--- src/sv/mld_pkg.sv ---
package mld_pkg;

   // Configuration port.
   localparam int CSR_IDX_W  = 1;
   localparam int CSR_DATA_W = 23;

   localparam logic [CSR_IDX_W-1:0] REG_ANGLE_PER_PIXEL = 1'd0;
   localparam logic [CSR_IDX_W-1:0] REG_PITCH_LIMIT     = 1'd1;

   localparam logic [15:0] APP_RESET   = 16'd2330;
   localparam logic [22:0] LIMIT_RESET = 23'd4147655;

   // CORDIC start value (inverse gain) in Q2.30.
   localparam logic signed [31:0] CORDIC_K = 32'sd652032874;

   localparam int TAB_LEN   = 24;
   localparam int TAB_IDX_W = 5;

   // atan(2^-i) at 2^32 units per turn.
   localparam logic [31:0] ATAN_TAB [0:TAB_LEN-1] = '{
      32'h20000000, 32'h12E4051E, 32'h09FB385B, 32'h051111D4, 32'h028B0D43,
      32'h0145D7E1, 32'h00A2F61E, 32'h00517C55, 32'h0028BE53, 32'h00145F2F,
      32'h000A2F98, 32'h000517CC, 32'h00028BE6, 32'h000145F3, 32'h0000A2FA,
      32'h0000517D, 32'h000028BE, 32'h0000145F, 32'h00000A30, 32'h00000518,
      32'h0000028C, 32'h00000146, 32'h000000A3, 32'h00000051
   };

   localparam logic signed [64:0] HALF_Q45 = 65'sd17592186044416;
   localparam logic signed [32:0] HALF_Q15 = 33'sd16384;

   typedef struct packed {
      logic        start;
      logic [31:0] angle;
   } cordic_cmd_type;

   typedef struct packed {
      logic               done;
      logic signed [31:0] cos_val;
      logic signed [31:0] sin_val;
   } cordic_res_type;

   function automatic logic signed [15:0] sat16(input logic signed [19:0] v);
      logic signed [15:0] r;
      if (v > 20'sd32767) begin
         r = 16'sh7FFF;
      end else if (v < -20'sd32768) begin
         r = 16'sh8000;
      end else begin
         r = v[15:0];
      end
      return r;
   endfunction

   // Round a Q4.60 product to Q1.15, optionally negated first.
   function automatic logic signed [15:0] round_q45(input logic signed [63:0] p,
                                                    input logic neg);
      logic signed [64:0] t;
      logic signed [64:0] s;
      t = neg ? (HALF_Q45 - 65'(p)) : (65'(p) + HALF_Q45);
      s = t >>> 45;
      return sat16(s[19:0]);
   endfunction

   function automatic logic signed [15:0] round_q15(input logic signed [31:0] v);
      logic signed [32:0] t;
      logic signed [32:0] s;
      t = 33'(v) + HALF_Q15;
      s = t >>> 15;
      return sat16(20'(s));
   endfunction

endpackage

--- src/sv/mld_cordic.sv ---
module mld_cordic #(
   parameter int TRIG_STEPS = 16
) (
   input  logic                    clock,
   input  logic                    reset,
   input  mld_pkg::cordic_cmd_type cmd,
   output mld_pkg::cordic_res_type res
);
   import mld_pkg::*;

   localparam int SW = $clog2(TRIG_STEPS);

   typedef enum logic [2:0] {
      C_IDLE = 3'b001,
      C_ROT  = 3'b010,
      C_MAP  = 3'b100
   } cstate_type;

   cstate_type         state_ff, state_in;
   logic [SW-1:0]      step_ff, step_in;
   logic signed [31:0] x_ff, x_in;
   logic signed [31:0] y_ff, y_in;
   logic signed [31:0] z_ff, z_in;
   logic [1:0]         quad_ff, quad_in;
   logic signed [31:0] cos_ff, cos_in;
   logic signed [31:0] sin_ff, sin_in;
   logic               done_ff, done_in;

   logic [31:0]        fold_sum;
   logic [31:0]        fold_rem;
   logic signed [31:0] xs, ys, at;

   // Fold the angle to within an eighth of a turn around a quadrant axis.
   assign fold_sum = cmd.angle + 32'h2000_0000;
   assign fold_rem = cmd.angle - {fold_sum[31:30], 30'd0};

   assign xs = x_ff >>> step_ff;
   assign ys = y_ff >>> step_ff;
   assign at = $signed(ATAN_TAB[TAB_IDX_W'(step_ff)]);

   always_comb begin
      state_in = state_ff;
      step_in  = step_ff;
      x_in     = x_ff;
      y_in     = y_ff;
      z_in     = z_ff;
      quad_in  = quad_ff;
      cos_in   = cos_ff;
      sin_in   = sin_ff;
      done_in  = 1'b0;
      case (state_ff)
         C_IDLE: begin
            if (cmd.start) begin
               x_in     = CORDIC_K;
               y_in     = '0;
               z_in     = $signed(fold_rem);
               quad_in  = fold_sum[31:30];
               step_in  = '0;
               state_in = C_ROT;
            end
         end
         C_ROT: begin
            if (!z_ff[31]) begin
               x_in = x_ff - ys;
               y_in = y_ff + xs;
               z_in = z_ff - at;
            end else begin
               x_in = x_ff + ys;
               y_in = y_ff - xs;
               z_in = z_ff + at;
            end
            step_in = step_ff + 1'b1;
            if (step_ff == SW'(TRIG_STEPS - 1)) begin
               state_in = C_MAP;
            end
         end
         C_MAP: begin
            case (quad_ff)
               2'd0: begin
                  cos_in = x_ff;
                  sin_in = y_ff;
               end
               2'd1: begin
                  cos_in = -y_ff;
                  sin_in = x_ff;
               end
               2'd2: begin
                  cos_in = -x_ff;
                  sin_in = -y_ff;
               end
               default: begin
                  cos_in = y_ff;
                  sin_in = -x_ff;
               end
            endcase
            done_in  = 1'b1;
            state_in = C_IDLE;
         end
         default: begin
            state_in = C_IDLE;
         end
      endcase
   end

   always_ff @(posedge clock) begin
      if (reset) begin
         state_ff <= C_IDLE;
         done_ff  <= 1'b0;
      end else begin
         state_ff <= state_in;
         done_ff  <= done_in;
      end
      step_ff <= step_in;
      x_ff    <= x_in;
      y_ff    <= y_in;
      z_ff    <= z_in;
      quad_ff <= quad_in;
      cos_ff  <= cos_in;
      sin_ff  <= sin_in;
   end

   assign res.done    = done_ff;
   assign res.cos_val = cos_ff;
   assign res.sin_val = sin_ff;

endmodule

--- src/sv/mouse_look_direction.sv ---
// Each request steps through S_MULX, S_MULY, S_PACC, S_PSTART, S_PWAIT, S_YWAIT, S_MULA,
// S_MULB and S_FIN; S_FIN holds while a result beat is stalled by rsp_ready low.
// req_ready is low while an item works, so a new request is taken only after the last result is loaded.
// The work is done by the CORDIC unit, run twice per item (pitch, then yaw), one rotation a
// cycle, plus one 32x32 multiplier that forms the four products in turn.
// Reset (synchronous, active high) restores register defaults, zeroes both angles and the pointer.
module mouse_look_direction #(
   parameter int ANGLE_BITS = 24,
   parameter int TRIG_STEPS = 16
) (
   input  logic                             clock,
   input  logic                             reset,
   input  logic                             req_valid,
   output logic                             req_ready,
   input  logic signed [15:0]               req_pointer_x,
   input  logic signed [15:0]               req_pointer_y,
   output logic                             rsp_valid,
   input  logic                             rsp_ready,
   output logic signed [15:0]               rsp_dir_x,
   output logic signed [15:0]               rsp_dir_y,
   output logic signed [15:0]               rsp_dir_z,
   output logic [23:0]                      rsp_yaw_angle,
   output logic signed [23:0]               rsp_pitch_angle,
   input  logic                             csr_wr_en,
   input  logic [mld_pkg::CSR_IDX_W-1:0]    csr_index,
   input  logic [mld_pkg::CSR_DATA_W-1:0]   csr_wr_data
);
   import mld_pkg::*;

   localparam int PW = ((ANGLE_BITS > 34) ? ANGLE_BITS : 34) + 1;
   localparam logic [PW-1:0] QUARTER = PW'(1) << (ANGLE_BITS - 2);

   typedef enum logic [9:0] {
      S_IDLE   = 10'b00_0000_0001,
      S_MULX   = 10'b00_0000_0010,
      S_MULY   = 10'b00_0000_0100,
      S_PACC   = 10'b00_0000_1000,
      S_PSTART = 10'b00_0001_0000,
      S_PWAIT  = 10'b00_0010_0000,
      S_YWAIT  = 10'b00_0100_0000,
      S_MULA   = 10'b00_1000_0000,
      S_MULB   = 10'b01_0000_0000,
      S_FIN    = 10'b10_0000_0000
   } state_type;

   state_type                    state_ff, state_in;
   logic                         seen_ff, seen_in;
   logic signed [15:0]           last_x_ff, last_x_in;
   logic signed [15:0]           last_y_ff, last_y_in;
   logic signed [16:0]           dx_ff, dx_in;
   logic signed [16:0]           dy_ff, dy_in;
   logic [ANGLE_BITS-1:0]        yaw_ff, yaw_in;
   logic signed [ANGLE_BITS-1:0] pitch_ff, pitch_in;
   logic [15:0]                  app_ff, app_in;
   logic [22:0]                  lim_ff, lim_in;
   logic signed [63:0]           prod_ff, prod_in;
   logic signed [31:0]           cp_ff, cp_in;
   logic signed [31:0]           sp_ff, sp_in;
   logic signed [31:0]           cy_ff, cy_in;
   logic signed [31:0]           sy_ff, sy_in;
   logic signed [15:0]           dirx_ff, dirx_in;
   logic                         rsp_valid_ff, rsp_valid_in;
   logic signed [15:0]           rsp_x_ff, rsp_x_in;
   logic signed [15:0]           rsp_y_ff, rsp_y_in;
   logic signed [15:0]           rsp_z_ff, rsp_z_in;
   logic [23:0]                  rsp_yaw_ff, rsp_yaw_in;
   logic signed [23:0]           rsp_pitch_ff, rsp_pitch_in;

   logic signed [15:0]           ref_x, ref_y;
   logic signed [31:0]           mul_a, mul_b;
   logic signed [63:0]           mul_p;
   logic [31:0]                  ya, pa;
   logic [PW-1:0]                lim_wide;
   logic signed [PW-1:0]         lim_s;
   logic signed [PW-1:0]         psum;
   logic signed [PW-1:0]         psum_clamped;
   cordic_cmd_type               cmd;
   cordic_res_type               cres;

   mld_cordic #(
      .TRIG_STEPS(TRIG_STEPS)
   ) u_cordic (
      .clock(clock),
      .reset(reset),
      .cmd  (cmd),
      .res  (cres)
   );

   assign req_ready = (state_ff == S_IDLE);

   // The very first position only records itself, so its deltas are zero.
   assign ref_x = seen_ff ? last_x_ff : req_pointer_x;
   assign ref_y = seen_ff ? last_y_ff : req_pointer_y;

   assign mul_p = mul_a * mul_b;

   // Angles widened to 2^32 units per turn.
   assign ya = 32'(yaw_ff) << (32 - ANGLE_BITS);
   assign pa = 32'(pitch_ff) << (32 - ANGLE_BITS);

   assign lim_wide = (PW'(lim_ff) > QUARTER) ? QUARTER : PW'(lim_ff);
   assign lim_s    = $signed(lim_wide);
   assign psum     = PW'(pitch_ff) + PW'($signed(prod_ff[33:0]));

   always_comb begin
      if (psum > lim_s) begin
         psum_clamped = lim_s;
      end else if (psum < -lim_s) begin
         psum_clamped = -lim_s;
      end else begin
         psum_clamped = psum;
      end
   end

   always_comb begin
      state_in     = state_ff;
      seen_in      = seen_ff;
      last_x_in    = last_x_ff;
      last_y_in    = last_y_ff;
      dx_in        = dx_ff;
      dy_in        = dy_ff;
      yaw_in       = yaw_ff;
      pitch_in     = pitch_ff;
      app_in       = app_ff;
      lim_in       = lim_ff;
      prod_in      = prod_ff;
      cp_in        = cp_ff;
      sp_in        = sp_ff;
      cy_in        = cy_ff;
      sy_in        = sy_ff;
      dirx_in      = dirx_ff;
      rsp_valid_in = rsp_valid_ff;
      rsp_x_in     = rsp_x_ff;
      rsp_y_in     = rsp_y_ff;
      rsp_z_in     = rsp_z_ff;
      rsp_yaw_in   = rsp_yaw_ff;
      rsp_pitch_in = rsp_pitch_ff;
      mul_a        = '0;
      mul_b        = '0;
      cmd          = '0;

      if (csr_wr_en) begin
         case (csr_index)
            REG_ANGLE_PER_PIXEL: app_in = csr_wr_data[15:0];
            REG_PITCH_LIMIT:     lim_in = csr_wr_data;
            default: ;
         endcase
      end

      if (rsp_valid_ff && rsp_ready) begin
         rsp_valid_in = 1'b0;
      end

      case (state_ff)
         S_IDLE: begin
            if (req_valid) begin
               dx_in     = 17'(req_pointer_x) - 17'(ref_x);
               dy_in     = 17'(ref_y) - 17'(req_pointer_y);
               last_x_in = req_pointer_x;
               last_y_in = req_pointer_y;
               seen_in   = 1'b1;
               state_in  = S_MULX;
            end
         end
         S_MULX: begin
            mul_a    = 32'(dx_ff);
            mul_b    = 32'(app_ff);
            prod_in  = mul_p;
            state_in = S_MULY;
         end
         S_MULY: begin
            mul_a    = 32'(dy_ff);
            mul_b    = 32'(app_ff);
            prod_in  = mul_p;
            yaw_in   = yaw_ff + prod_ff[ANGLE_BITS-1:0];
            state_in = S_PACC;
         end
         S_PACC: begin
            pitch_in = psum_clamped[ANGLE_BITS-1:0];
            state_in = S_PSTART;
         end
         S_PSTART: begin
            cmd.start = 1'b1;
            cmd.angle = pa;
            state_in  = S_PWAIT;
         end
         S_PWAIT: begin
            if (cres.done) begin
               cp_in     = cres.cos_val;
               sp_in     = cres.sin_val;
               cmd.start = 1'b1;
               cmd.angle = ya;
               state_in  = S_YWAIT;
            end
         end
         S_YWAIT: begin
            if (cres.done) begin
               cy_in    = cres.cos_val;
               sy_in    = cres.sin_val;
               state_in = S_MULA;
            end
         end
         S_MULA: begin
            mul_a    = cp_ff;
            mul_b    = sy_ff;
            prod_in  = mul_p;
            state_in = S_MULB;
         end
         S_MULB: begin
            mul_a    = cp_ff;
            mul_b    = cy_ff;
            prod_in  = mul_p;
            dirx_in  = round_q45(prod_ff, 1'b0);
            state_in = S_FIN;
         end
         S_FIN: begin
            // The output register must be empty or emptying this cycle.
            if (!rsp_valid_ff || rsp_ready) begin
               rsp_valid_in = 1'b1;
               rsp_x_in     = dirx_ff;
               rsp_y_in     = round_q15(sp_ff);
               rsp_z_in     = round_q45(prod_ff, 1'b1);
               rsp_yaw_in   = ya[31:8];
               rsp_pitch_in = pa[31:8];
               state_in     = S_IDLE;
            end
         end
         default: begin
            state_in = S_IDLE;
         end
      endcase
   end

   always_ff @(posedge clock) begin
      if (reset) begin
         state_ff     <= S_IDLE;
         seen_ff      <= 1'b0;
         last_x_ff    <= '0;
         last_y_ff    <= '0;
         yaw_ff       <= '0;
         pitch_ff     <= '0;
         app_ff       <= APP_RESET;
         lim_ff       <= LIMIT_RESET;
         rsp_valid_ff <= 1'b0;
      end else begin
         state_ff     <= state_in;
         seen_ff      <= seen_in;
         last_x_ff    <= last_x_in;
         last_y_ff    <= last_y_in;
         yaw_ff       <= yaw_in;
         pitch_ff     <= pitch_in;
         app_ff       <= app_in;
         lim_ff       <= lim_in;
         rsp_valid_ff <= rsp_valid_in;
      end
      dx_ff        <= dx_in;
      dy_ff        <= dy_in;
      prod_ff      <= prod_in;
      cp_ff        <= cp_in;
      sp_ff        <= sp_in;
      cy_ff        <= cy_in;
      sy_ff        <= sy_in;
      dirx_ff      <= dirx_in;
      rsp_x_ff     <= rsp_x_in;
      rsp_y_ff     <= rsp_y_in;
      rsp_z_ff     <= rsp_z_in;
      rsp_yaw_ff   <= rsp_yaw_in;
      rsp_pitch_ff <= rsp_pitch_in;
   end

   assign rsp_valid       = rsp_valid_ff;
   assign rsp_dir_x       = rsp_x_ff;
   assign rsp_dir_y       = rsp_y_ff;
   assign rsp_dir_z       = rsp_z_ff;
   assign rsp_yaw_angle   = rsp_yaw_ff;
   assign rsp_pitch_angle = rsp_pitch_ff;

endmodule

--- config.mk ---
export PLATFORM = sky130hd
export DESIGN_NAME = mouse_look_direction
export DESIGN_NICKNAME = d
export VERILOG_FILES = /design/src/sv/mld_pkg.sv /design/src/sv/mld_cordic.sv /design/src/sv/mouse_look_direction.sv
export SDC_FILE = /design/constraint.sdc
export NUM_CORES = 2
export LEC_CHECK = 0
export BUFFER_PORTS_ARGS = -buffer_cell sky130_fd_sc_hd__buf_2
export CAP_MARGIN = 15
export CORE_MARGIN = 8
export CORE_UTILIZATION = 60
export DETAILED_ROUTE_END_ITERATION = 10
export HOLD_SLACK_MARGIN = 0.08
export PLACE_DENSITY = 0.75
export SYNTH_ARGS = -nofsm -noshare
export SYNTH_HDL_FRONTEND = slang
export SYNTH_HIERARCHICAL = 1
export SYNTH_SLANG_ARGS = --single-unit
--- constraint.sdc ---
create_clock -name clock -period 12.96 [get_ports clock]
set_clock_uncertainty 0.15 [all_clocks]
set_input_delay 0.648 -clock clock [delete_from_list [all_inputs] [get_ports clock]]
set_output_delay 0.648 -clock clock [all_outputs]
set_load 0.005 [all_outputs]
---- Word-level counts from Yosys, hierarchy flattened ----
Memories as Yosys holds them, arrays and structs flattened.
Cells that the tools add are included.
W data, S select, Z words.
operators by class
  add/sub/neg operators ................... 19
  $mul .................................... 1
  div/mod/pow operators ................... 0
  magnitude comparators ................... 10
  equality and inequality tests ........... 22
  shift-type cells ........................ 2
  muxes and demuxes ....................... 39
  bitwise gates (word level) .............. 2
  reductions and logical operators ........ 18
operator list
  cell                      number
  $pmux W32 S3              4
  $mux W32                  8
  $pmux W32 S2              3
  $sub A32 B32 Y32          4
  $pmux W10 S10             1
  $add A32 B32 Y32          3
  $mux W16                  5
  $pmux W33 S2              1
  $add A64 B46 Y65 const B  1
  $sub A46 B64 Y65 const A  1
  $mul A32 B32 Y64          1
  $neg A32 Y32              2
  $sshr A32 B4 Y32          2
  $mux W24                  2
  $gt A20 B16 Y1 const B    2
  $lt A20 B16 Y1 const B    2
  $mux W10                  4
  $add A24 B34 Y35          1
  $gt A35 B24 Y1            1
  $lt A35 B35 Y1            1
  $neg A23 Y35              1
  $sub A16 B16 Y17          2
  $add A32 B16 Y33 const B  1
  $mux W33                  1
  42 further kinds          59
word-level totals
  flip-flop bits (word level) ............. 639
  bits in latches ......................... 0
  memory bits (writable) .................. 0
  memory bits (read-only) ................. 1,024
  input port bits ......................... 61
  output and inout bits ................... 98
  word-level logic and storage cells ...... 145
  memories kept ........................... 1
memories
  memory           words  width  rd ports  clocked after Yosys merged registers in  write ports  RTL line          RTL
  (no name shown)  32     32     1         0                                        0            mld_cordic.sv:39  assign at = $signed(ATAN_TAB[TAB_IDX_W'(step_ff)]);

---- Depth between registers and ports, before layout ----
  depth after elaboration ................. 7
  mapped depth ............................ 39
  gate-level depth less buffers ........... 35

---- Cells and area by module ----
The synthesis kept the hierarchy.
modules (own cells, without submodules)
  module                instances  cells an instance  area each (sq um)  seq. area each (sq um)
  mouse_look_direction  1          6,268              59,204.3           12,351.8
  mld_cordic            1          2,206              19,608.8           5,064.9

---- Worst setup path before layout ----
Ideal clock, no wire load.
  path kind ............................... register to register
  from .................................... reg, netlist name state_ff[8]
  to ...................................... reg prod_ff[60] (data pin)
  library setup time ...................... 0.263 ns
  arrival time ............................ 9.578 ns
  required time ........................... 12.547 ns
  path slack .............................. 2.969 ns
  cell stages (with the launch flop) ...... 32
  path buffers ............................ 3
  clock period less this slack ............ 9.991 ns
  cell sequence ........................... dfxtp_1 > nor4_1 > nor3b_1 > nand2_1 > nor3b_1 > or2_2 > clkbuf_1 > clkbuf_1 > nand2_1 > nand2_1 > clkbuf_1 > nand2_1 > inv_1 > fa_1 > fa_1 > fa_1 > fa_1 > inv_1 > fa_1 > fa_1 > fa_1 > fa_1 > inv_1 > ha_1 > nand4_1 > or3_1 > o21ai_0 > o221ai_1 > o311a_1 > o21bai_1 > a21oi_1 > xnor2_1
RTL lines
  item                    RTL line                     RTL
  end signal: assignment  mouse_look_direction.sv:258  prod_ff <= prod_in;
  end: declaration        mouse_look_direction.sv:56   logic signed [63:0] prod_ff, prod_in;

==> metrics.yaml <==
status: "finished clean"
cts_root_buffer: "clkbuf_16"
p_leak_nw: 37.0
grt_usage: 0.337
hold_path_end: "seen_ff$_SDFFE_PP0P_"
cap_violations: 0
wl_per_cell_um: 23.7
rows: 133
end_kind: "flip-flop"
syn_area_sq_um: 78800
dr_wl_met2_um: 107000
dpl-instance-area_sq_um: 81200
cts_buffer_depth: 3
pre_cts_ws_ps: 1470
rsz0062_at_grt: "no"
tns_ps: 0
final_antenna_net_count: 0
vias_per_cell: 6.26
coreArea_sq_um: 131000
top_layer_used: "met5"
routed-wl-met3_um: 27400
setup_violations: 0
yosys_most_used_dff: "edfxtp_1"
yosysTopAreaCellShare: 0.277
htree_levels: 3
clk_latency_ps: 720
maxSlewHeadroom: 0.205
drtIter0Drc: 6670
initial_core_util: 0.602
layout_setup_ws_ps: 1240
hold_viol_final: 0
syn_inst: 8474
antenna_found_initial: 9
numCtsBuffers: 73
stdcell_count: 10252
wl_met1_um: 91200
r2r-end: "prod_ff[60]$_DFFE_PN_"
die_y_um: 378
cp.required_ps: 13240
hpwlAfterDp_um: 187000
async_flop_share: 0
nFillCells: 10572
cp.arrival_ps: 11990
netlist_top_cells_area: "fa_1, edfxtp_1, ha_1"
layout.nets: 10035
drtPass1Iterations: 6
avgSynthCellArea_sq_um: 9.30
yosysSeqAreaShare: 0.221
hold-path-cell-count: 2
layout-drive-gt1-share: 0.0789
grt_max_degree: 81
cts_sinks: 625
multi_input_area_sq_um: 55500
min-delay-start: "reset"
wl_um: 243000
period_minus_slack_ps: 11720
grt_pass1_wl_um: 373000
r2r_cells: 27
die-area_sq_um: 143000
fmax_mhz: 85.4
path_max_fanout: 31
die_x_um: 378
crit_path_start_kind: "flip-flop"
register_area_sq_um: 17400
reg2reg_from: "state_ff[8]$_SDFFE_PP0P_"
p_per_area_nw_per_um2: 59.5
period_share: 0.904
critical_path_class: "reg -> reg"
utilization: 0.645
worst-r2r-setup-slack_ps: 1240
io_pins: 159
yosys_warnings: 6
final_area_sq_um: 84400
numPortBuffers: 158
vdd_ir_drop_max_v: 0.0000869
grt_overflow: 0
grt_pass1_vias: 64658
drc: 0
worstMarginPinSlew_ps: 1190
ys_types: 95
cts_tree: "yes"
gp_congestion: 0.996
dp.cells: 10055
route.vias.total: 64182
clk_pin_slew_ps: 60
timing.final.max_slew_violations: 0
hold_class: "in -> reg"
synth-edff-count: 490
synth_top_cell_by_area: "fa_1"
synth_seq_cells: 625
area_delta_synth_final_pct: 7.14
-- Yosys cell counts (all sizes together) (12+ instances only) --
| library cell | n |
|---|---|
| buf | 66 |
| or4 | 15 |
| dfxtp | 135 |
| a31o | 12 |
| a221oi | 17 |
| or3 | 51 |
| nor3b | 23 |
| inv | 1124 |
| and2 | 50 |
| and4 | 12 |
| nor2 | 919 |
| o31a | 14 |
| ha | 451 |
| edfxtp | 490 |
| a211oi | 59 |
| xor2 | 141 |
| a21oi | 441 |
| o21ai | 298 |
| nor4 | 55 |
| clkbuf | 412 |
| fa | 1089 |
| nand2 | 1041 |
| a22o | 60 |
| and3 | 44 |
| or2 | 33 |
| o31ai | 29 |
| nand3 | 108 |
| a21boi | 26 |
| nor2b | 50 |
| o21bai | 35 |
| o211ai | 21 |
| o21a | 44 |
| nor3 | 105 |
| mux2 | 60 |
| nand2b | 57 |
| nand4 | 46 |
| mux4 | 97 |
| o22ai | 17 |
| a22oi | 33 |
| a21o | 142 |
| a31oi | 59 |
| xnor2 | 227 |
| mux2i | 105 |
-- per-stage QoR --
| step | hold slack, ps | power (mW) |
|---|---|---|
| 5_1_grt | 268 | 5.16 |
| 3_3_place_gp | 254 | 2.73 |
| 3_5_place_dp | 255 | 2.74 |
| 6_report | 256 | 5.02 |
| 2_1_floorplan | 250 | 2.57 |
| 4_1_cts | 207 | 5.04 |
-- metal layers --
layer,GRT usage,vias to the layer above
met5,0,-
li1,-,28026
met1,0.436,31627
met3,0.0781,850
met2,0.521,3669
met4,0.196,10
-- worst max-delay path by stage --
stage	from	to	slack (ps)	depth (start not counted)
finish	state_ff[8]$_SDFFE_PP0P_	prod_ff[60]$_DFFE_PN_	1240	27
floorplan	state_ff[8]$_SDFFE_PP0P_	prod_ff[60]$_DFFE_PN_	2970	31
global placement	state_ff[8]$_SDFFE_PP0P_	prod_ff[60]$_DFFE_PN_	1660	27
CTS	state_ff[8]$_SDFFE_PP0P_	prod_ff[60]$_DFFE_PN_	1410	27
detailed placement	state_ff[8]$_SDFFE_PP0P_	prod_ff[60]$_DFFE_PN_	1470	27
global route	state_ff[8]$_SDFFE_PP0P_	prod_ff[60]$_DFFE_PN_	730	27
-- cells by family after synthesis --
family	synth area share
mux	0.0497
simple gates	0.147
other cells	0.0000476
buf+inv	0.0770
flops	0.221
xor+xnor	0.0409
compound gates	0.116
fa+ha+maj	0.348
-- sequential cells by signal, indices dropped and copies added (netlist names), 17 cells and up --
signal	cells
u_cordic/y_ff	32
sy_ff	32
u_cordic/z_ff	32
pitch_ff	24
u_cordic/sin_ff	32
rsp_pitch_angle	24
dx_ff	17
dy_ff	17
u_cordic/x_ff	32
sp_ff	18
u_cordic/cos_ff	32
cy_ff	32
rsp_yaw_angle	24
yaw_ff	24
cp_ff	32
prod_ff	64
lim_ff	23
-- report_power, final --
group          switching (mW)  internal [mW]
combinational           0.312          0.176
sequential             0.0481           2.19
clock                   0.952           1.34
-- layout make-up --
| type | instances | area share |
|---|---|---|
| multi-input cells | 6252 | 0.657 |
| flip-flops and latches | 625 | 0.206 |
| inverters | 1126 | 0.0501 |
| repair buffers | 356 | 0.0289 |
| well taps | 1755 | 0.0260 |
| clock buffers | 89 | 0.0232 |
| clock inverters | 46 | 0.00831 |
| diodes | 3 | 0.0000889 |
-- what timing repair did --
action	4_1_cts	5_1_grt
resized for setup	0	0
hold endpoints to repair	62	0
hold buffers	56	0
setup buffers	0	0
-- placed cells by master (no fill, tap or decap), types with 50 or more instances in the layout --
cell           count
a211oi_1          57
ha_1             451
and2_1            50
nor2_1           916
mux2i_1          105
nand2_1         1041
dlygate4sd3_1     56
nand2b_1          57
o21ai_0          296
buf_4            141
mux2_2            58
nor4_1            53
dfxtp_1          134
inv_1           1122
edfxtp_1         490
a21oi_1          432
nor3_1           104
xnor2_1          227
a22o_1            60
a21o_1           142
buf_2            157
mux4_2            97
xor2_1           141
clkbuf_16         74
nand3_1          108
a31oi_1           59
fa_1            1089
-- critical path, stage by stage, from the launching register on --
cell	delay (ps)
dfxtp_1	370
nor4_1	310
nor3b_1	430
and4b_2	300
or2_2	460
buf_4	400
a21o_1	730
nand2_1	200
inv_1	180
fa_1	450
fa_1	480
fa_1	1090
fa_1	650
inv_1	570
fa_1	560
fa_1	560
fa_1	420
fa_1	490
inv_1	40
ha_1	430
nand4_1	150
or3_1	370
o21ai_0	430
o221ai_1	330
o311a_1	440
o21bai_1	140
a21oi_1	90
xnor2_1	140
Power figures use the tool's default switching activity.
